==> src/design/spi_master_fifo_cs_framer_unit_assert.svh <==
// Assertion helpers for the SPI framer block.
`ifndef SPI_MASTER_FIFO_CS_FRAMER_UNIT_ASSERT_SVH
`define SPI_MASTER_FIFO_CS_FRAMER_UNIT_ASSERT_SVH

// Same-cycle implication, disabled while reset is high.
`define SMCF_ASSERT_NOW(label, clk, rst, ante, cons) \
   label: assert property (@(posedge clk) disable iff (rst) (ante) |-> (cons)) \
      else $error("assertion failed: same-cycle implication");

// Next-cycle implication, disabled while reset is high.
`define SMCF_ASSERT_NEXT(label, clk, rst, ante, cons) \
   label: assert property (@(posedge clk) disable iff (rst) (ante) |=> (cons)) \
      else $error("assertion failed: next-cycle implication");

`endif

==> src/design/smcf_pkg.sv <==
`timescale 1ns / 1ps

package smcf_pkg;

   localparam int TX_DEPTH = 16;
   localparam int RX_DEPTH = 16;
   localparam int TX_PTR_W = $clog2(TX_DEPTH);
   localparam int RX_PTR_W = $clog2(RX_DEPTH);
   localparam int WAIT_W   = 5;
   localparam int BYTE_W   = 8;
   localparam int ACT_W    = 3;
   localparam int CSR_IDX_W  = 1;
   localparam int CSR_DATA_W = 8;

   // action codes
   localparam logic [ACT_W-1:0] ACT_PUSH     = 3'd0;
   localparam logic [ACT_W-1:0] ACT_PUSH_ARM = 3'd1;
   localparam logic [ACT_W-1:0] ACT_DONE     = 3'd2;
   localparam logic [ACT_W-1:0] ACT_POP      = 3'd3;
   localparam logic [ACT_W-1:0] ACT_CLEAR    = 3'd4;

   // register indexes
   localparam logic [CSR_IDX_W-1:0] CSR_CS_ACTIVE_LOW = 1'd0;
   localparam logic [CSR_IDX_W-1:0] CSR_FRAME_LENGTH  = 1'd1;

   localparam logic [BYTE_W-1:0] FRAME_LENGTH_RESET = 8'd1;

   // result of one transaction, held between accept and the output register
   typedef struct packed {
      logic              accepted;
      logic              send_valid;
      logic              send_fwd;
      logic [BYTE_W-1:0] send_data;
      logic              cs_level;
      logic              rx_valid;
      logic [WAIT_W-1:0] rx_waiting;
      logic [WAIT_W-1:0] tx_waiting;
      logic              rx_full;
   } pend_type;

   typedef struct packed {
      logic              accepted;
      logic              send_valid;
      logic [BYTE_W-1:0] send_byte;
      logic              cs_level;
      logic              rx_valid;
      logic [BYTE_W-1:0] rx_byte;
      logic [WAIT_W-1:0] rx_waiting;
      logic [WAIT_W-1:0] tx_waiting;
      logic              rx_full;
   } rsp_type;

endpackage

==> src/design/smcf_channel_if.sv <==
`timescale 1ns / 1ps

interface smcf_req_if;
   logic                            valid;
   logic                            ready;
   logic [smcf_pkg::ACT_W-1:0]      action;
   logic [smcf_pkg::BYTE_W-1:0]     data;

   modport source (output valid, output action, output data, input ready);
   modport sink   (input valid, input action, input data, output ready);
endinterface

interface smcf_rsp_if;
   logic                            valid;
   logic                            ready;
   logic                            accepted;
   logic                            send_valid;
   logic [smcf_pkg::BYTE_W-1:0]     send_byte;
   logic                            cs_level;
   logic                            rx_valid;
   logic [smcf_pkg::BYTE_W-1:0]     rx_byte;
   logic [smcf_pkg::WAIT_W-1:0]     rx_waiting;
   logic [smcf_pkg::WAIT_W-1:0]     tx_waiting;
   logic                            rx_full;

   modport source (output valid, output accepted, output send_valid, output send_byte,
                   output cs_level, output rx_valid, output rx_byte, output rx_waiting,
                   output tx_waiting, output rx_full, input ready);
   modport sink   (input valid, input accepted, input send_valid, input send_byte,
                   input cs_level, input rx_valid, input rx_byte, input rx_waiting,
                   input tx_waiting, input rx_full, output ready);
endinterface

==> src/design/spi_master_fifo_cs_framer_unit.sv <==
// A result moves from the pending register to the output register and can wait in either.
// Throughput: one transaction per cycle while the result side keeps taking.
// Each ring buffer memory has one synchronous read, registered at accept.
// Reset (synchronous, active high) clears pointers, flags, frame count, configuration and valid bits;
// ring buffer contents stay undefined until written, so no clearing pass runs.
`timescale 1ns / 1ps
`include "spi_master_fifo_cs_framer_unit_assert.svh"

module spi_master_fifo_cs_framer_unit (
   input  logic                                 clock,
   input  logic                                 reset,
   smcf_req_if.sink                             req,
   smcf_rsp_if.source                           rsp,
   input  logic                                 csr_write_enable,
   input  logic [smcf_pkg::CSR_IDX_W-1:0]       csr_index,
   input  logic [smcf_pkg::CSR_DATA_W-1:0]      csr_write_data
);

   localparam int TXP = smcf_pkg::TX_PTR_W;
   localparam int RXP = smcf_pkg::RX_PTR_W;
   localparam int BW  = smcf_pkg::BYTE_W;
   localparam int WW  = smcf_pkg::WAIT_W;

   localparam logic [TXP-1:0] TX_LAST = TXP'(smcf_pkg::TX_DEPTH - 1);
   localparam logic [RXP-1:0] RX_LAST = RXP'(smcf_pkg::RX_DEPTH - 1);
   localparam logic [TXP:0]   TX_SPAN = (TXP+1)'(smcf_pkg::TX_DEPTH);
   localparam logic [RXP:0]   RX_SPAN = (RXP+1)'(smcf_pkg::RX_DEPTH);

   // ring buffer memories
   logic [BW-1:0] tx_mem [smcf_pkg::TX_DEPTH];
   logic [BW-1:0] rx_mem [smcf_pkg::RX_DEPTH];

   // configuration
   logic          cs_active_low_ff;
   logic [BW-1:0] frame_length_ff;

   // ring and frame state
   logic [TXP-1:0] tx_wp_ff, tx_wp_in, tx_rp_ff, tx_rp_in;
   logic [RXP-1:0] rx_wp_ff, rx_wp_in, rx_rp_ff, rx_rp_in;
   logic           tx_idle_ff, tx_idle_in;
   logic           rx_ovr_ff, rx_ovr_in;
   logic           armed_ff, armed_in;
   logic           cs_ff, cs_in;
   logic [BW-1:0]  fc_ff, fc_in, fc_mid;

   // memory access
   logic           tx_we, rx_we;
   logic [TXP-1:0] tx_raddr;
   logic [RXP-1:0] rx_raddr;
   logic [BW-1:0]  tx_rdata_ff, rx_rdata_ff;

   // pending result and output register
   logic                 pend_valid_ff, pend_valid_in;
   smcf_pkg::pend_type   pend_ff, pend_in;
   logic                 rsp_valid_ff, rsp_valid_in;
   smcf_pkg::rsp_type    out_ff, out_in;

   logic           accept, move, tx_full, frame_end;
   logic [TXP-1:0] tx_rp_next;
   logic [TXP:0]   tx_diff;
   logic [RXP:0]   rx_diff;

   // Hand the pending result on when the output register is empty or being taken;
   // accept a new transaction in that same cycle.
   assign move       = pend_valid_ff && (!rsp_valid_ff || rsp.ready);
   assign req.ready  = !pend_valid_ff || move;
   assign accept     = req.valid && req.ready;

   assign tx_full    = (tx_wp_ff == tx_rp_ff) && !tx_idle_ff;
   assign frame_end  = (fc_ff == frame_length_ff);
   assign tx_rp_next = (tx_rp_ff == TX_LAST) ? '0 : tx_rp_ff + 1'b1;

   // Configuration writes
   always_ff @(posedge clock) begin
      if (reset) begin
         cs_active_low_ff <= 1'b0;
         frame_length_ff  <= smcf_pkg::FRAME_LENGTH_RESET;
      end else if (csr_write_enable) begin
         case (csr_index)
            smcf_pkg::CSR_CS_ACTIVE_LOW: cs_active_low_ff <= csr_write_data[0];
            smcf_pkg::CSR_FRAME_LENGTH:  frame_length_ff  <= csr_write_data[BW-1:0];
            default: ;
         endcase
      end
   end

   // Next state of the rings and the frame, decoded from the accepted transaction
   always_comb begin
      tx_wp_in   = tx_wp_ff;
      tx_rp_in   = tx_rp_ff;
      rx_wp_in   = rx_wp_ff;
      rx_rp_in   = rx_rp_ff;
      tx_idle_in = tx_idle_ff;
      rx_ovr_in  = rx_ovr_ff;
      armed_in   = armed_ff;
      cs_in      = cs_ff;
      fc_in      = fc_ff;
      fc_mid     = fc_ff;
      tx_we      = 1'b0;
      rx_we      = 1'b0;
      tx_raddr   = tx_rp_next;
      rx_raddr   = rx_rp_ff;
      pend_in    = '0;

      if (accept) begin
         case (req.action)
            smcf_pkg::ACT_PUSH, smcf_pkg::ACT_PUSH_ARM: begin
               // arm even when the push is refused
               if (req.action == smcf_pkg::ACT_PUSH_ARM) begin
                  armed_in = 1'b1;
               end
               if (!tx_full) begin
                  tx_we            = 1'b1;
                  tx_wp_in         = (tx_wp_ff == TX_LAST) ? '0 : tx_wp_ff + 1'b1;
                  pend_in.accepted = 1'b1;
                  if (tx_idle_ff) begin
                     // the ring was empty: start this byte at once, forward it
                     cs_in              = 1'b1;
                     fc_in              = fc_ff + 1'b1;
                     tx_idle_in         = 1'b0;
                     pend_in.send_valid = 1'b1;
                     pend_in.send_fwd   = 1'b1;
                     pend_in.send_data  = req.data;
                  end
               end
            end
            smcf_pkg::ACT_DONE: begin
               if (armed_ff) begin
                  if (!rx_ovr_ff) begin
                     rx_we    = 1'b1;
                     rx_wp_in = (rx_wp_ff == RX_LAST) ? '0 : rx_wp_ff + 1'b1;
                     if (rx_wp_in == rx_rp_ff) begin
                        rx_ovr_in = 1'b1;
                     end
                     if (frame_end) begin
                        armed_in = 1'b0;
                     end
                  end else begin
                     // capture into a full ring: drop the byte and clear the ring
                     rx_wp_in  = '0;
                     rx_rp_in  = '0;
                     rx_ovr_in = 1'b0;
                  end
               end
               if (frame_end) begin
                  cs_in  = 1'b0;
                  fc_mid = '0;
               end
               fc_in = fc_mid;
               if (!tx_idle_ff) begin
                  tx_rp_in = tx_rp_next;
                  if (tx_wp_ff == tx_rp_next) begin
                     tx_idle_in = 1'b1;
                  end else begin
                     // next queued byte comes from the read port
                     cs_in              = 1'b1;
                     fc_in              = fc_mid + 1'b1;
                     pend_in.send_valid = 1'b1;
                  end
               end
            end
            smcf_pkg::ACT_POP: begin
               if ((rx_rp_ff != rx_wp_ff) || rx_ovr_ff) begin
                  pend_in.rx_valid = 1'b1;
                  rx_rp_in  = (rx_rp_ff == RX_LAST) ? '0 : rx_rp_ff + 1'b1;
                  rx_ovr_in = 1'b0;
               end
            end
            smcf_pkg::ACT_CLEAR: begin
               rx_wp_in  = '0;
               rx_rp_in  = '0;
               rx_ovr_in = 1'b0;
            end
            default: ;
         endcase
      end

      // status after this transaction
      tx_diff = (tx_wp_in >= tx_rp_in) ? {1'b0, tx_wp_in} - {1'b0, tx_rp_in}
                                       : {1'b0, tx_wp_in} + TX_SPAN - {1'b0, tx_rp_in};
      rx_diff = (rx_wp_in >= rx_rp_in) ? {1'b0, rx_wp_in} - {1'b0, rx_rp_in}
                                       : {1'b0, rx_wp_in} + RX_SPAN - {1'b0, rx_rp_in};
      pend_in.cs_level   = cs_in ^ cs_active_low_ff;
      pend_in.rx_full    = rx_ovr_in;
      pend_in.rx_waiting = rx_ovr_in ? WW'(RX_SPAN) : WW'(rx_diff);
      pend_in.tx_waiting = ((tx_wp_in == tx_rp_in) && !tx_idle_in) ? WW'(TX_SPAN)
                                                                   : WW'(tx_diff);
   end

   // Transmit ring: write the pushed byte, read the next byte to send
   always_ff @(posedge clock) begin
      if (tx_we) begin
         tx_mem[tx_wp_ff] <= req.data;
      end
      if (accept) begin
         tx_rdata_ff <= tx_mem[tx_raddr];
      end
   end

   // Receive ring: write the captured byte, read the byte to pop
   always_ff @(posedge clock) begin
      if (rx_we) begin
         rx_mem[rx_wp_ff] <= req.data;
      end
      if (accept) begin
         rx_rdata_ff <= rx_mem[rx_raddr];
      end
   end

   // Ring and frame state
   always_ff @(posedge clock) begin
      if (reset) begin
         tx_wp_ff   <= '0;
         tx_rp_ff   <= '0;
         rx_wp_ff   <= '0;
         rx_rp_ff   <= '0;
         tx_idle_ff <= 1'b1;
         rx_ovr_ff  <= 1'b0;
         armed_ff   <= 1'b0;
         cs_ff      <= 1'b0;
         fc_ff      <= '0;
      end else begin
         tx_wp_ff   <= tx_wp_in;
         tx_rp_ff   <= tx_rp_in;
         rx_wp_ff   <= rx_wp_in;
         rx_rp_ff   <= rx_rp_in;
         tx_idle_ff <= tx_idle_in;
         rx_ovr_ff  <= rx_ovr_in;
         armed_ff   <= armed_in;
         cs_ff      <= cs_in;
         fc_ff      <= fc_in;
      end
   end

   // Merge memory read data into the result as it moves to the output register
   always_comb begin
      out_in            = out_ff;
      rsp_valid_in      = rsp_valid_ff;
      pend_valid_in     = pend_valid_ff;
      if (move) begin
         rsp_valid_in      = 1'b1;
         pend_valid_in     = 1'b0;
         out_in.accepted   = pend_ff.accepted;
         out_in.send_valid = pend_ff.send_valid;
         out_in.send_byte  = !pend_ff.send_valid ? '0 :
                             (pend_ff.send_fwd ? pend_ff.send_data : tx_rdata_ff);
         out_in.cs_level   = pend_ff.cs_level;
         out_in.rx_valid   = pend_ff.rx_valid;
         out_in.rx_byte    = pend_ff.rx_valid ? rx_rdata_ff : '0;
         out_in.rx_waiting = pend_ff.rx_waiting;
         out_in.tx_waiting = pend_ff.tx_waiting;
         out_in.rx_full    = pend_ff.rx_full;
      end else if (rsp.ready) begin
         rsp_valid_in = 1'b0;
      end
      if (accept) begin
         pend_valid_in = 1'b1;
      end
   end

   always_ff @(posedge clock) begin
      if (reset) begin
         pend_valid_ff <= 1'b0;
         rsp_valid_ff  <= 1'b0;
      end else begin
         pend_valid_ff <= pend_valid_in;
         rsp_valid_ff  <= rsp_valid_in;
      end
   end

   // payload: hold unless a new transaction or result arrives
   always_ff @(posedge clock) begin
      if (accept) begin
         pend_ff <= pend_in;
      end
      out_ff <= out_in;
   end

   assign rsp.valid      = rsp_valid_ff;
   assign rsp.accepted   = out_ff.accepted;
   assign rsp.send_valid = out_ff.send_valid;
   assign rsp.send_byte  = out_ff.send_byte;
   assign rsp.cs_level   = out_ff.cs_level;
   assign rsp.rx_valid   = out_ff.rx_valid;
   assign rsp.rx_byte    = out_ff.rx_byte;
   assign rsp.rx_waiting = out_ff.rx_waiting;
   assign rsp.tx_waiting = out_ff.tx_waiting;
   assign rsp.rx_full    = out_ff.rx_full;

   // an idle transmit ring is an empty one
   `SMCF_ASSERT_NOW(a_tx_idle_empty, clock, reset, tx_idle_ff, tx_wp_ff == tx_rp_ff)
   // overrun only with the pointers met
   `SMCF_ASSERT_NOW(a_rx_ovr_met, clock, reset, rx_ovr_ff, rx_wp_ff == rx_rp_ff)
   // no frame bytes counted while chip select is released
   `SMCF_ASSERT_NOW(a_fc_idle, clock, reset, !cs_ff, fc_ff == '0)
   // read data of a waiting result must survive until it moves on
   `SMCF_ASSERT_NEXT(a_rdata_hold, clock, reset, pend_valid_ff && !move,
                     $stable(tx_rdata_ff) && $stable(rx_rdata_ff))

endmodule

==> src/flat_wrapper.sv <==
// flat-port wrapper written by rule: the top's interface ports become plain ports
module spi_master_fifo_cs_framer_unit_flat 
  (clock, reset, csr_write_enable, csr_index, csr_write_data, req_valid, req_action, req_data, req_ready, rsp_valid, rsp_accepted, rsp_send_valid, rsp_send_byte, rsp_cs_level, rsp_rx_valid, rsp_rx_byte, rsp_rx_waiting, rsp_tx_waiting, rsp_rx_full, rsp_ready);
  smcf_req_if req_i ();
  smcf_rsp_if rsp_i ();
  input  logic clock;
  input  logic reset;
  input  logic csr_write_enable;
  input  logic [smcf_pkg::CSR_IDX_W-1:0] csr_index;
  input  logic [smcf_pkg::CSR_DATA_W-1:0] csr_write_data;
  input wire logic [$bits(req_i.valid)-1:0] req_valid;
  input wire logic [$bits(req_i.action)-1:0] req_action;
  input wire logic [$bits(req_i.data)-1:0] req_data;
  output wire logic [$bits(req_i.ready)-1:0] req_ready;
  output wire logic [$bits(rsp_i.valid)-1:0] rsp_valid;
  output wire logic [$bits(rsp_i.accepted)-1:0] rsp_accepted;
  output wire logic [$bits(rsp_i.send_valid)-1:0] rsp_send_valid;
  output wire logic [$bits(rsp_i.send_byte)-1:0] rsp_send_byte;
  output wire logic [$bits(rsp_i.cs_level)-1:0] rsp_cs_level;
  output wire logic [$bits(rsp_i.rx_valid)-1:0] rsp_rx_valid;
  output wire logic [$bits(rsp_i.rx_byte)-1:0] rsp_rx_byte;
  output wire logic [$bits(rsp_i.rx_waiting)-1:0] rsp_rx_waiting;
  output wire logic [$bits(rsp_i.tx_waiting)-1:0] rsp_tx_waiting;
  output wire logic [$bits(rsp_i.rx_full)-1:0] rsp_rx_full;
  input wire logic [$bits(rsp_i.ready)-1:0] rsp_ready;
  assign req_i.valid = req_valid;
  assign req_i.action = req_action;
  assign req_i.data = req_data;
  assign req_ready = req_i.ready;
  assign rsp_valid = rsp_i.valid;
  assign rsp_accepted = rsp_i.accepted;
  assign rsp_send_valid = rsp_i.send_valid;
  assign rsp_send_byte = rsp_i.send_byte;
  assign rsp_cs_level = rsp_i.cs_level;
  assign rsp_rx_valid = rsp_i.rx_valid;
  assign rsp_rx_byte = rsp_i.rx_byte;
  assign rsp_rx_waiting = rsp_i.rx_waiting;
  assign rsp_tx_waiting = rsp_i.tx_waiting;
  assign rsp_rx_full = rsp_i.rx_full;
  assign rsp_i.ready = rsp_ready;
  spi_master_fifo_cs_framer_unit u_core (.clock(clock), .reset(reset), .req(req_i), .rsp(rsp_i), .csr_write_enable(csr_write_enable), .csr_index(csr_index), .csr_write_data(csr_write_data));
endmodule
==> config.mk <==
export PLATFORM = sky130hd
export DESIGN_NAME = spi_master_fifo_cs_framer_unit_flat
export DESIGN_NICKNAME = d
export VERILOG_FILES = /design/src/design/smcf_pkg.sv /design/src/design/smcf_channel_if.sv /design/src/design/spi_master_fifo_cs_framer_unit.sv /design/src/flat_wrapper.sv
export VERILOG_INCLUDE_DIRS = /design/src /design/src/design
export SDC_FILE = /design/constraint.sdc
export NUM_CORES = 1
export LEC_CHECK = 0
export ABC_AREA = 1
export ABC_CLOCK_PERIOD_IN_PS = 4200
export BUFFER_PORTS_ARGS = -buffer_cell sky130_fd_sc_hd__buf_4
export CAP_MARGIN = 10
export CORE_AREA = 4 4 222 246
export CTS_BUF_LIST = sky130_fd_sc_hd__clkbuf_8
export CTS_CLUSTER_DIAMETER = 120
export CTS_CLUSTER_SIZE = 28
export DETAILED_ROUTE_END_ITERATION = 8
export DIE_AREA = 0 0 226 250
export HOLD_SLACK_MARGIN = 0.15
export SETUP_SLACK_MARGIN = 0.5
export SLEW_MARGIN = 20
export SYNTH_ARGS = -nofsm -noshare
export SYNTH_HDL_FRONTEND = slang
export SYNTH_SLANG_ARGS = --single-unit
==> constraint.sdc <==
create_clock -name clock -period 4.2 [get_ports clock]
set_input_delay 0.42 -clock clock [delete_from_list [all_inputs] [get_ports clock]]
set_output_delay 0.42 -clock clock [all_outputs]
set_load 0.005 [all_outputs]
### Word-level counts from Yosys, hierarchy flattened

Memories as Yosys holds them, arrays and structs flattened. A register that Yosys moved wholly into a read port is not among the register bits.
Index checks and enable logic that the tools add are counted.
W data, S select, Z words.

| word-level totals | value |
|---|---|
| register bits | 94 |
| RAM bits | 256 |
| input port bits | 25 |
| output and inout port bits | 33 |
| memories kept | 2 |

Memory list:

| memory | words | bits a word | rd ports | clocked after memory_dff | wr ports | line | text |
|---|---|---|---|---|---|---|---|
| u_core.rx_mem | 16 | 8 | 1 | 1 | 1 | spi_master_fifo_cs_framer_unit.sv:31 | `logic [BW-1:0] rx_mem [smcf_pkg::RX_DEPTH];` |
| u_core.tx_mem | 16 | 8 | 1 | 1 | 1 | spi_master_fifo_cs_framer_unit.sv:30 | `logic [BW-1:0] tx_mem [smcf_pkg::TX_DEPTH];` |

| operators by class | value |
|---|---|
| add/sub/neg operators | 12 |
| order comparisons | 2 |
| equal/unequal tests | 17 |
| mux-type cells | 74 |
| bitwise operators | 4 |
| reduce and logical (&&, ||, !) cells | 22 |

Operators with widths:

| cell | number |
|---|---|
| $mux W4 | 17 |
| $mux W8 | 8 |
| $mux W1 | 37 |
| $add A4 B1 Y4 const B | 4 |
| $add A8 B1 Y8 const B | 2 |
| $eq A4 B4 Y1 | 4 |
| $eq A4 B4 Y1 const B | 4 |
| $pmux W8 S2 | 1 |
| $pmux W4 S3 | 1 |
| $mux W11 | 1 |
| $add A4 B5 Y5 const B | 2 |
| $mux W10 | 1 |
| $mux W5 | 2 |
| $sub A4 B4 Y5 | 2 |
| $sub A5 B4 Y5 | 2 |
| $eq A8 B8 Y1 | 1 |
| $ge A4 B4 Y1 | 2 |
| $pmux W1 S2 | 4 |
| $pmux W4 S2 | 1 |
| $eq A3 B2 Y1 const B | 2 |
| $reduce_bool A2 Y1 | 3 |
| $logic_and A1 B1 Y1 | 4 |
| $logic_not A1 Y1 | 4 |
| $ne A2 B1 Y1 const B | 2 |
| 14 further kinds | 20 |

### Logic depth before layout (Yosys ltp)

| logic depth | value |
|---|---|
| depth after elaboration | 10 |
| depth in mapped cells | 19 |
| gate-level depth less buffers | 19 |

### Least setup slack after synthesis

Ideal clock, no wire load.

| timing path | value |
|---|---|
| path kind | input to register |
| start point | input rsp_ready |
| end point | register u_core.pend_ff[5] in the netlist's numbering, data pin |
| library setup time | 169 ps |
| data arrival time | 2,490 ps |
| setup slack | 1,540 ps |
| stages | 13 |
| cell sequence | inv_1 nand3_2 nand2_4 nor2_1 nand2_1 nor2_1 nor2_1 ha_1 inv_1 nor3_1 a21oi_1 o21a_1 o31ai_1 |

| on the way | value |
|---|---|
| word-level cells in the longest chain between the ends | 8 |

Ends and longest elaborated chain:

| what | line | text |
|---|---|---|
| start, declared | flat_wrapper.sv:25 | `input wire logic [$bits(rsp_i.ready)-1:0] rsp_ready;` |
| $logic_or A1 B1 Y1 (*) | spi_master_fifo_cs_framer_unit.sv:65 | `assign move = pend_valid_ff && (!rsp_valid_ff \|\| rsp.ready);` |
| $logic_and A1 B1 Y1 (*) | spi_master_fifo_cs_framer_unit.sv:65 |  |
| $logic_or A1 B1 Y1 (*) | spi_master_fifo_cs_framer_unit.sv:66 | `assign req.ready = !pend_valid_ff \|\| move;` |
| via req_ready | flat_wrapper.sv:14 | `output wire logic [$bits(req_i.ready)-1:0] req_ready;` |
| $logic_and A1 B1 Y1 (*) | spi_master_fifo_cs_framer_unit.sv:67 | `assign accept = req.valid && req.ready;` |
| $mux W4 (*) | spi_master_fifo_cs_framer_unit.sv:105 | `if (accept) begin` |
| via u_core.tx_wp_in[3] | spi_master_fifo_cs_framer_unit.sv:38 | `logic [TXP-1:0] tx_wp_ff, tx_wp_in, tx_rp_ff, tx_rp_in;` |
| $add A4 B5 Y5 | spi_master_fifo_cs_framer_unit.sv:180 | `: {1'b0, tx_wp_in} + TX_SPAN - {1'b0, tx_rp_in};` |
| $sub A5 B4 Y5 | spi_master_fifo_cs_framer_unit.sv:180 |  |
| $mux W5 | spi_master_fifo_cs_framer_unit.sv:179 | `tx_diff = (tx_wp_in >= tx_rp_in) ? {1'b0, tx_wp_in} - {1'b0, tx_rp_in}` |
| end signal, assigned | spi_master_fifo_cs_framer_unit.sv:274 | `pend_ff <= pend_in;` |
| end, declared | spi_master_fifo_cs_framer_unit.sv:54 | `smcf_pkg::pend_type pend_ff, pend_in;` |

Mark *: on every way through the listed nets, which the timed path passes. The rest lies on a longest branch.
A chain may end at the register's enable or synchronous reset.

### Worst setup path in the final report

| timing path | value |
|---|---|
| start point | input req_action[0] |
| end point | register u_core.pend_ff[5] in the netlist's numbering, data pin |

RTL lines:

| what | line | text |
|---|---|---|
| start, declared | flat_wrapper.sv:12 | `input wire logic [$bits(req_i.action)-1:0] req_action;` |
| $eq A3 B2 Y1 (*) | spi_master_fifo_cs_framer_unit.sv:106 | `case (req.action)` |
| $mux W4 (*) | spi_master_fifo_cs_framer_unit.sv:106 |  |
| $mux W4 (*) | spi_master_fifo_cs_framer_unit.sv:105 |  |
| via u_core.tx_rp_in[0] | spi_master_fifo_cs_framer_unit.sv:38 |  |
| $sub A5 B4 Y5, or another cell as far along | spi_master_fifo_cs_framer_unit.sv:180 |  |
| $mux W5 or $logic_and A1 B1 Y1 (tied branches) | spi_master_fifo_cs_framer_unit.sv:179, spi_master_fifo_cs_framer_unit.sv:186 |  |

Marks and branches as above.

==> summary.md <==
| Metric | Value |
|---|---|
| Largest area contributor in the netlist | `edfxtp_1` |
| Later-pin clock latency in the skew report | `0.57 ns` |
| Row Count | `88` |
| Die width | `226 µm` |
| Commonest non-fill, non-tap cells in the layout | `edfxtp_1, nand2_1, nor2_1, o21ai_0, inv_1` |
| Die ar. | `56500 µm²` |
| Worst R2R End | `u_core.pend_ff[5]` |
| Via count | `10236` |
| DRT Pass-1 Iters | `5` |
| Top Ports | `58` |
| # H-tree levels | `1` |
| FF+latch count, synth | `366` |
| Port bufs | `57` |
| Reg-to-reg critical path startpoint | `u_core.tx_idle_ff` |
| Max-cap violations | `0` |
| Sw Ratio | `22.5%` |
| Largest net degree at the start of global routing | `69` |
| CTS clk-pin slew, worst paths | `0.17 ns` |
| Routed len/inst | `17.4 µm` |
| Initial antenna violation count | `1` |
| Syn_nets | `1406` |
| Top cell type's share of synthesized area | `63.3%` |
| Synth warnings | `0` |
| Worst Hold Class | `in -> reg` |
| RSZ-0062 raised after global routing | `no` |
| Status | `finished clean` |
| Seq pwr share | `69.3%` |
| Hold_sp | `req_valid` |
| Clock power frac | `24.9%` |
| Area grow syn2layout | `10.4%` |
| First-pass GRT wire length | `55700 µm` |
| Routed Antenna Nets | `0` |
| GP Congestion | `0.841` |
| Clk_skew | `0.0601 ns` |
| Max FO, Critical Path | `12` |
| Largest cells by area after synthesis | `edfxtp_1, nand2_1, dfxtp_1` |
| Slew Limit Headroom | `35.8%` |
| PD cells | `342 nW/µm²` |
| Asr flop ratio synth | `0%` |
| Post-route minimum period | `3.25 ns` |
| Worst slew pin tran | `0.960 ns` |
| Comb power frac | `5.8%` |
| Total grt overflow | `0` |
| Mapped Cells | `1360` |
| Maximum VDD drop | `0.198 mV` |
| Hold depth | `3` |
| Final hold vios | `0` |
| Setup Crit Path Kind | `in -> reg` |
| # DRC | `0` |
| CP Data Arrival Time | `3.60 ns` |
| Clock root cell | `clkbuf_8` |
| FMAX | `308 MHz` |
| Layout cells sized above 1 | `10.4%` |
| # clock sinks | `366` |
| HPWL after detailed placement | `23300 µm` |
| Most common cell after layout, fill and taps aside | `edfxtp_1` |
| Hold EP | `u_core.pend_valid_ff` |
| Setup Viol. Count Final | `0` |
| Nets@finish | `1454` |
| Clock tree from TritonCTS | `done` |
| Top_reg_cell synth | `edfxtp_1` |
| CTS buffer count | `17` |
| CP Data Required Time | `4.55 ns` |
| FF-to-FF setup slack | `1.11 ns` |
| Tot GR Track Use | `12.4%` |
| Core area | `52100 µm²` |
| Final hold slack | `0.182 ns` |
| Sw Pwr | `1320 µW` |
| R2R depth | `14` |
| Starting Density | `29.8%` |
| Die height | `250 µm` |
| Yosys cell types | `50` |
| Mapped cell area | `15500 µm²` |
| Final wirelength | `36500 µm` |
| Cell-internal power | `4540 µW` |
| Vias in the first global route | `9693` |
| Clock tree buffer depth | `3` |
| Setup crit end kind | `flop` |
| Setup_tns | `0 ns` |
| Lkg Pwr | `0.00605 µW` |
| Sequential-to-total area share from yosys stat | `68.3%` |
| Post-Place Cells | `2051` |
| Syn_area_per_cell | `11.4 µm²` |
| Final slew viol count | `0` |
| Initial DRC Count | `766` |
| Startpoint types | `primary input` |
| Layout Cells excl Fill | `2094` |
| Crit share post-route | `77.3%` |
| Post-DR vias/cell | `4.89` |
| Postcts setup bufs | `0` |
| Post-synth EDFFs | `327` |
==> cells by family after synthesis <==
logic type	synth area share, %
compound gates	9.73
flops	68.3
fa+ha+maj	1.74
xor+xnor	1.13
simple gates	15.1
buf+inv	4.02
==> per-stage QoR <==
step                utilization, %  power (µW)  setup slack, ns  instance area [µm²]
detailed placement            32.0        4480            0.931                16700
global placement              32.0        4470            0.963                16700
CTS                           32.8        5910             1.00                17100
global route                  32.9        6090            0.695                17100
finish                        32.9        5860            0.954                17100
floorplan                        -        4310             1.54                15500
==> what timing repair did <==
| item | CTS | global route |
|---|---|---|
| hold buffers | 12 | 0 |
| gates resized for setup | 0 | 0 |
| endpoints found under the setup margin | 0 | 0 |
| hold endpoints to repair | 11 | 0 |
==> Yosys cell counts (2+ instances only) <==
cell type and n:
nor3_1 11, dfxtp_1 39, nand3_2 8, clkinv_1 2, inv_1 86, or2_2 3
o21ai_1 3, ha_1 20, o21ai_0 123, a21oi_2 3, clkbuf_1 42, nand2_4 4
nand4_1 15, edfxtp_1 327, nor2_1 185, xor2_1 13, nor2_4 3, nor2_2 5
o31ai_1 2, a31oi_1 11, o221ai_1 12, o22ai_1 27, nand3_1 68, buf_4 3
buf_2 7, a21oi_1 52, nand2_2 7, nand2_1 222, o211ai_1 9, xnor2_1 7
inv_2 13, a221oi_1 10
==> final cells by class <==
class,count,area (µm²)
antenna,1,2.50
clock buffer,17,234
clock inverter,12,71.3
fill,5141,35000
inverter,101,380
multi-input combinational,838,4310
sequential,366,10600
tap,675,845
timing repair buffer,84,681
==> worst max-delay path: stages <==
cell and delay [ns]:
dlygate4sd3_1 0.54, buf_4 0.15, inv_2 0.09, nand3_2 0.29
nor2_2 0.24, inv_2 0.09, nor2_1 0.34, inv_1 0.09
nand2_1 0.08, inv_1 0.05, a21oi_1 0.13, ha_1 0.18
inv_1 0.06, fa_1 0.43, a21oi_1 0.21, o21a_1 0.14
o31ai_1 0.06
==> flip-flops by register name (all words and copies together), names as in the netlist, 4 cells and up <==
register,count
u_core.frame_length_ff,8
u_core.tx_rp_ff,4
u_core.tx_rdata_ff,8
u_core.fc_ff,8
u_core.rx_mem,128
u_core.tx_mem,128
u_core.rx_raddr,4
u_core.pend_ff,24
u_core.rsp.rx_byte,8
u_core.rsp.tx_waiting,5
u_core.rx_wp_ff,4
u_core.tx_wp_ff,4
u_core.rsp.send_byte,8
u_core.rx_rdata_ff,8
u_core.rsp.rx_waiting,5
==> worst max-delay path by stage <==
stage	endpoint	start	slack, ns	cells past startpoint
after detailed placement	u_core.pend_ff[5]	req_action[0]	0.93	16
after global routing	u_core.pend_ff[5]	req_action[0]	0.70	17
after CTS	u_core.pend_ff[5]	req_action[0]	1.00	17
after global placement	u_core.pend_ff[5]	req_action[0]	0.96	16
after floorplan	u_core.pend_ff[5]	rsp_ready	1.54	13
final	u_core.pend_ff[5]	req_action[0]	0.95	17
==> per-layer routing <==
metal / part of all wire [%] / up-vias / global-route usage [%] / routed length, µm
li1: - / 4871 / - / -
met1: 44 / 5068 / 16.8 / 16100
met2: 49 / 254 / 21.3 / 17900
met3: 5.1 / 43 / 1.68 / 1860
met4: 1.8 / 0 / 2.92 / 667
met5: 0 / - / 0 / 0
==> power by group through the flow <==
stage / logic [µW] / clock network [µW] / registers, µW
2_1_floorplan: 181 / 0 / 4130
3_3_place_gp: 326 / 0 / 4140
3_5_place_dp: 331 / 0 / 4140
4_1_cts: 341 / 1500 / 4060
5_1_grt: 381 / 1640 / 4070
6_report: 342 / 1460 / 4060
Note: power is estimated with default switching activity, not from simulation.
